==> src/rtl/core/rdt_pkg.sv <==
// Shared types and constants of the retransmit descriptor table
`timescale 1ns / 1ps
`default_nettype none

package rdt_pkg;

   // Field widths of one item
   localparam int FRAME_W  = 31;
   localparam int PACKET_W = 16;
   localparam int LENGTH_W = 12;
   localparam int STAMP_W  = 32;
   localparam int SLOT_W   = 6;

   localparam int REQ_FIELDS_W = FRAME_W + PACKET_W + LENGTH_W + STAMP_W;
   localparam int REQ_DATA_W   = ((REQ_FIELDS_W + 7) / 8) * 8;
   localparam int RSP_FIELDS_W = SLOT_W + LENGTH_W + STAMP_W;
   localparam int RSP_DATA_W   = ((RSP_FIELDS_W + 7) / 8) * 8;
   localparam int RSP_USER_W   = 2;

   // Largest payload a descriptor records
   localparam logic [LENGTH_W-1:0] MAX_PACKET_BYTES = 12'd2048;

   // Command carried in req_tuser
   localparam logic CMD_STORE  = 1'b0;
   localparam logic CMD_LOOKUP = 1'b1;

   typedef enum logic [RSP_USER_W-1:0] {
      STATUS_STORED = 2'd0,
      STATUS_HIT    = 2'd1,
      STATUS_MISS   = 2'd2
   } status_type;

   // Input data word, first field in the lowest bits
   typedef struct packed {
      logic [REQ_DATA_W-REQ_FIELDS_W-1:0] pad;
      logic [STAMP_W-1:0]                 now;
      logic [LENGTH_W-1:0]                length;
      logic [PACKET_W-1:0]                packet;
      logic [FRAME_W-1:0]                 frame;
   } req_data_type;

   // Result data word, first field in the lowest bits
   typedef struct packed {
      logic [RSP_DATA_W-RSP_FIELDS_W-1:0] pad;
      logic [STAMP_W-1:0]                 elapsed;
      logic [LENGTH_W-1:0]                stored_length;
      logic [SLOT_W-1:0]                  slot;
   } rsp_data_type;

   // One descriptor row of the slot memory
   typedef struct packed {
      logic                written;
      logic                live;
      logic [FRAME_W-1:0]  frame;
      logic [PACKET_W-1:0] packet;
      logic [LENGTH_W-1:0] length;
      logic [STAMP_W-1:0]  stamp;
   } row_type;

   localparam int ROW_W = $bits(row_type);

   typedef enum logic [2:0] {
      ST_CLEAR,
      ST_IDLE,
      ST_OLD,
      ST_SCAN,
      ST_WRITE,
      ST_FINISH
   } state_type;

   // Controller to datapath
   typedef struct packed {
      logic capture;
      logic read_ptr;
      logic latch_old;
      logic scan_issue;
      logic compare;
      logic write_slot;
      logic clear_step;
      logic load_rsp;
   } ctrl_cmd_type;

   // Datapath to controller
   typedef struct packed {
      logic is_lookup;
      logic scan_done;
      logic scan_last;
      logic last_cmp;
      logic hit;
   } dp_stat_type;

endpackage

`default_nettype wire

==> src/rtl/core/rdt_ctrl.sv <==
// Controller state machine of the retransmit descriptor table
`timescale 1ns / 1ps
`default_nettype none

module rdt_ctrl
   import rdt_pkg::*;
(
   input  wire logic        clock,
   input  wire logic        reset,
   input  wire logic        req_tvalid,
   input  wire logic        req_cmd,
   output logic             req_tready,
   output logic             rsp_tvalid,
   input  wire logic        rsp_tready,
   input  wire dp_stat_type stat,
   output ctrl_cmd_type     cmd
);

   state_type state_ff, state_in;
   logic      rsp_valid_ff, rsp_valid_in;

   // State and output valid registers
   always_ff @(posedge clock) begin
      if (reset) begin
         state_ff     <= ST_CLEAR;
         rsp_valid_ff <= 1'b0;
      end else begin
         state_ff     <= state_in;
         rsp_valid_ff <= rsp_valid_in;
      end
   end

   // Clear the slots after reset, then sequence each item: capture, scan the slots, write a store, hand off the result
   always_comb begin
      state_in     = state_ff;
      cmd          = '0;
      req_tready   = 1'b0;
      rsp_valid_in = rsp_valid_ff && !rsp_tready;
      unique case (state_ff)
         ST_CLEAR: begin
            cmd.clear_step = 1'b1;
            if (stat.scan_last) begin
               state_in = ST_IDLE;
            end
         end
         ST_IDLE: begin
            req_tready = 1'b1;
            if (req_tvalid) begin
               cmd.capture = 1'b1;
               if (req_cmd == CMD_STORE) begin
                  cmd.read_ptr = 1'b1;
                  state_in     = ST_OLD;
               end else begin
                  state_in = ST_SCAN;
               end
            end
         end
         ST_OLD: begin
            cmd.latch_old  = 1'b1;
            cmd.scan_issue = 1'b1;
            state_in       = ST_SCAN;
         end
         ST_SCAN: begin
            cmd.scan_issue = !stat.scan_done;
            cmd.compare    = 1'b1;
            if (stat.is_lookup && stat.hit) begin
               state_in = ST_FINISH;
            end else if (stat.last_cmp) begin
               state_in = stat.is_lookup ? ST_FINISH : ST_WRITE;
            end
         end
         ST_WRITE: begin
            cmd.write_slot = 1'b1;
            state_in       = ST_FINISH;
         end
         ST_FINISH: begin
            if (!rsp_valid_ff || rsp_tready) begin
               cmd.load_rsp = 1'b1;
               rsp_valid_in = 1'b1;
               state_in     = ST_IDLE;
            end
         end
         default: begin
            state_in = ST_CLEAR;
         end
      endcase
   end

   assign rsp_tvalid = rsp_valid_ff;

endmodule

`default_nettype wire

==> config.mk <==
export PLATFORM = sky130hd
export DESIGN_NAME = rdt_ctrl
export DESIGN_NICKNAME = d
export VERILOG_FILES = /design/src/rtl/core/rdt_pkg.sv /design/src/rtl/core/rdt_ctrl.sv
export SDC_FILE = /design/constraint.sdc
export NUM_CORES = 1
export LEC_CHECK = 0
export ABC_AREA = 1
export BUFFER_PORTS_ARGS = -buffer_cell sky130_fd_sc_hd__clkbuf_2
export CAP_MARGIN = 20
export CORE_AREA = 2 2 39 41
export CTS_CLUSTER_DIAMETER = 50
export CTS_CLUSTER_SIZE = 30
export DETAILED_ROUTE_END_ITERATION = 7
export DIE_AREA = 0 0 41 43
export GPL_ROUTABILITY_DRIVEN = 0
export PLACE_DENSITY = 0.61
export SYNTH_ARGS = -nofsm -noshare
export SYNTH_HDL_FRONTEND = slang
export SYNTH_SLANG_ARGS = --single-unit
==> constraint.sdc <==
create_clock -name clock -period 1.95 [get_ports clock]
set_input_delay 0.195 -clock clock [delete_from_list [all_inputs] [get_ports clock]]
set_output_delay 0.195 -clock clock [all_outputs]
set_load 0.005 [all_outputs]
==> results.toml <==
[yosys]
synthTopCellsByArea = "dfxtp_1 23%, nor2_1 18%, inv_1 13%"
yosysTopAreaCellShare_pct = 22.5
synth_area_um2 = 355
synth_nets = 76
synth-edff-count = 0
async_flop_share_pct = 0
yosys_warnings = 0
yosysUniqueCellTypes = 14
ys_ff_latch = 4
synth_flop_cell = "dfxtp_1"
synth_commonest_cells = "17 x nor2_1, 12 x inv_1, 12 x nand2_1, 7 x nand3_1, 4 x dfxtp_1"
synth_cells = 66
synth_most_common_cell = "nor2_1"
avgSynthCellArea_um2 = 5.38
seq_area_frac_synth_pct = 22.5
yosys.area.top_type = "dfxtp_1"

[global_routing]
grt-ovfl-total = 0
antenna_found_initial = 0
first_global_vias = 370
grt_start_max_net_pins = 9
grt_pass1_wl_um = 1390
grt_use_total_pct = 12.1

[cts]
cts_resized = 0
cts.path.max_buffers = 2
cts_tree = "done"
cts-root-buf = "clkbuf_4"
cts_hold_buf = 0
cts.clk_slew.worst_paths_ns = 0.04
cts_setup_buffers = 0
numCtsBuffers = 3
clk_latency_ns = 0.23
htree_levels = 1
cts_sinks = 4

[layout]
fin_util_pct = 35.1
drive_gt1_share_pct = 35.6
antenna_cells = 0
n_fill_cell = 167
synthToLayoutAreaGrowth_pct = 36.6
nNetsFinal = 99

[drt]
via_per_inst = 4.28
firstDrtPassIters = 4
ant_nets = 0
wl_um = 885
dr.first_iter.drc_count = 1
wl_per_cell_um = 8.59
drc = 0
vias = 441

[critical_path]
cp_top_family = "flip-flops"
endpoint = "cmd[6]"
worstReg2RegEnd = "state_ff[2]"
ff2ff_setup_slack_ns = 0.74
cp_num_buf_inv = 2
cp.depth = 5
worstPathMaxFanout = 6
cp.arrival_ns = 1.23
slowest_delay_ns = 0.40
reg2reg_from = "state_ff[2]"
required_ns = 1.75
crit_path_top_delay_cell = "dfxtp_1"
crit_chain = "inv_1 > nor2_2 > nand2_2 > nor3_1 > clkbuf_2"
cp-end-kind = "primary output"
criticalPathCategory = "register to primary output"
r2r_cells = 7
crit_path_start = "state_ff[0]"
start_kind = "register"

[power]
switchingPower_w = 0.000333
power.leakage_nw = 0.299
power.density_nw_per_um2 = 1390
clock_power_share_pct = 15.1
total_power_w = 0.000677
switching_share_pct = 49.1
combPwrFrac_pct = 59.9
power_frac_seq_pct = 24.9
internal-power_w = 0.000344
ir_drop_uv = 563

[sta]
fin_crit_ns = 1.42
setup_tns_ns = 0
max_slew_margin_pct = 80.5
worstMarginPinSlew_ns = 0.292
finalHoldViolCount = 0
rsz0062_at_grt = "false"
period_share_pct = 72.9
setup_viol = 0
fin_skew_ns = 0.00328
drv_slew = 0
hold_ws_ns = 0.154
max_freq_mhz = 703

[die]
die_x_um = 41
start_util_pct = 25.7
core_um2 = 1380
rows = 14
io_pins = 20
die_y_um = 43
dieArea_um2 = 1760

[job]
maxCapViolations = 0

[status]
status = "complete, no violations"

[worst_hold_path]
min_path_type = "input port to register"
min_path_cells = 2

[placed_design]
port_buffers = 19
hpwl_um = 754
[kinds of logic after synthesis]
kind of cell / count (synthesis) / share of synthesized area [%]
flops: 4 / 22.5
compound gates: 4 / 6.69
buf+inv: 15 / 16.9
simple gates: 43 / 53.9
[cells in the final DEF (no fill, tap or decap), types with 3 or more instances in the layout]
cell type	instances
nor2_1	17
clkbuf_4	3
dfxtp_1	4
nand2_1	12
inv_1	12
nand3_1	7
clkbuf_2	19
nor2_2	3
[cell type report]
class | count | area (um^2) | share of cell area [%]
inverters | 14 | 52.6 | 10.8
multi-input cells | 47 | 215 | 44.3
flip-flops and latches | 4 | 80.1 | 16.5
well taps | 16 | 20.0 | 4.12
repair buffers | 19 | 95.1 | 19.6
clock buffers | 3 | 22.5 | 4.64
[power by group through the flow]
stage | clock network, W | logic (W) | registers (W)
2_1_floorplan | 0 | 0.000317 | 0.000141
3_3_place_gp | 0 | 0.000403 | 0.000167
3_5_place_dp | 0 | 0.000406 | 0.000168
4_1_cts | 0.000108 | 0.000409 | 0.000167
5_1_grt | 0.000114 | 0.000456 | 0.000175
6_report | 0.000102 | 0.000406 | 0.000169
[state kept, by name, summed over array words and instances, names as in the netlist]
name	cells
state_ff	3
rsp_tvalid	1
[metal layers]
layer | vias to the layer above | GRT usage (%) | part of all wire, %
met4 | 0 | 10.0 | 1.2
met3 | 2 | 3.14 | 5.4
met2 | 12 | 18.1 | 46
met1 | 185 | 13.5 | 47
met5 | - | 0 | 0
li1 | 242 | - | -
[worst min path at each step]
stage                     slack (ns)    endpoint   from
after CTS                       0.15  rsp_tvalid  reset
after floorplan                 0.26  rsp_tvalid  reset
after detailed placement        0.40  rsp_tvalid  reset
after global placement          0.37  rsp_tvalid  reset
final                           0.15  rsp_tvalid  reset
after global routing            0.14  rsp_tvalid  reset
[through the flow]
step / instances / setup slack (ns) / area [um^2]
after floorplan: 66 / 0.917 / 355
after global placement: 100 / 0.784 / 463
after detailed placement: 100 / 0.757 / 463
after CTS: 103 / 0.518 / 485
after global routing: 103 / 0.452 / 485
final: 103 / 0.528 / 485
(Power assumes the default switching activity.)
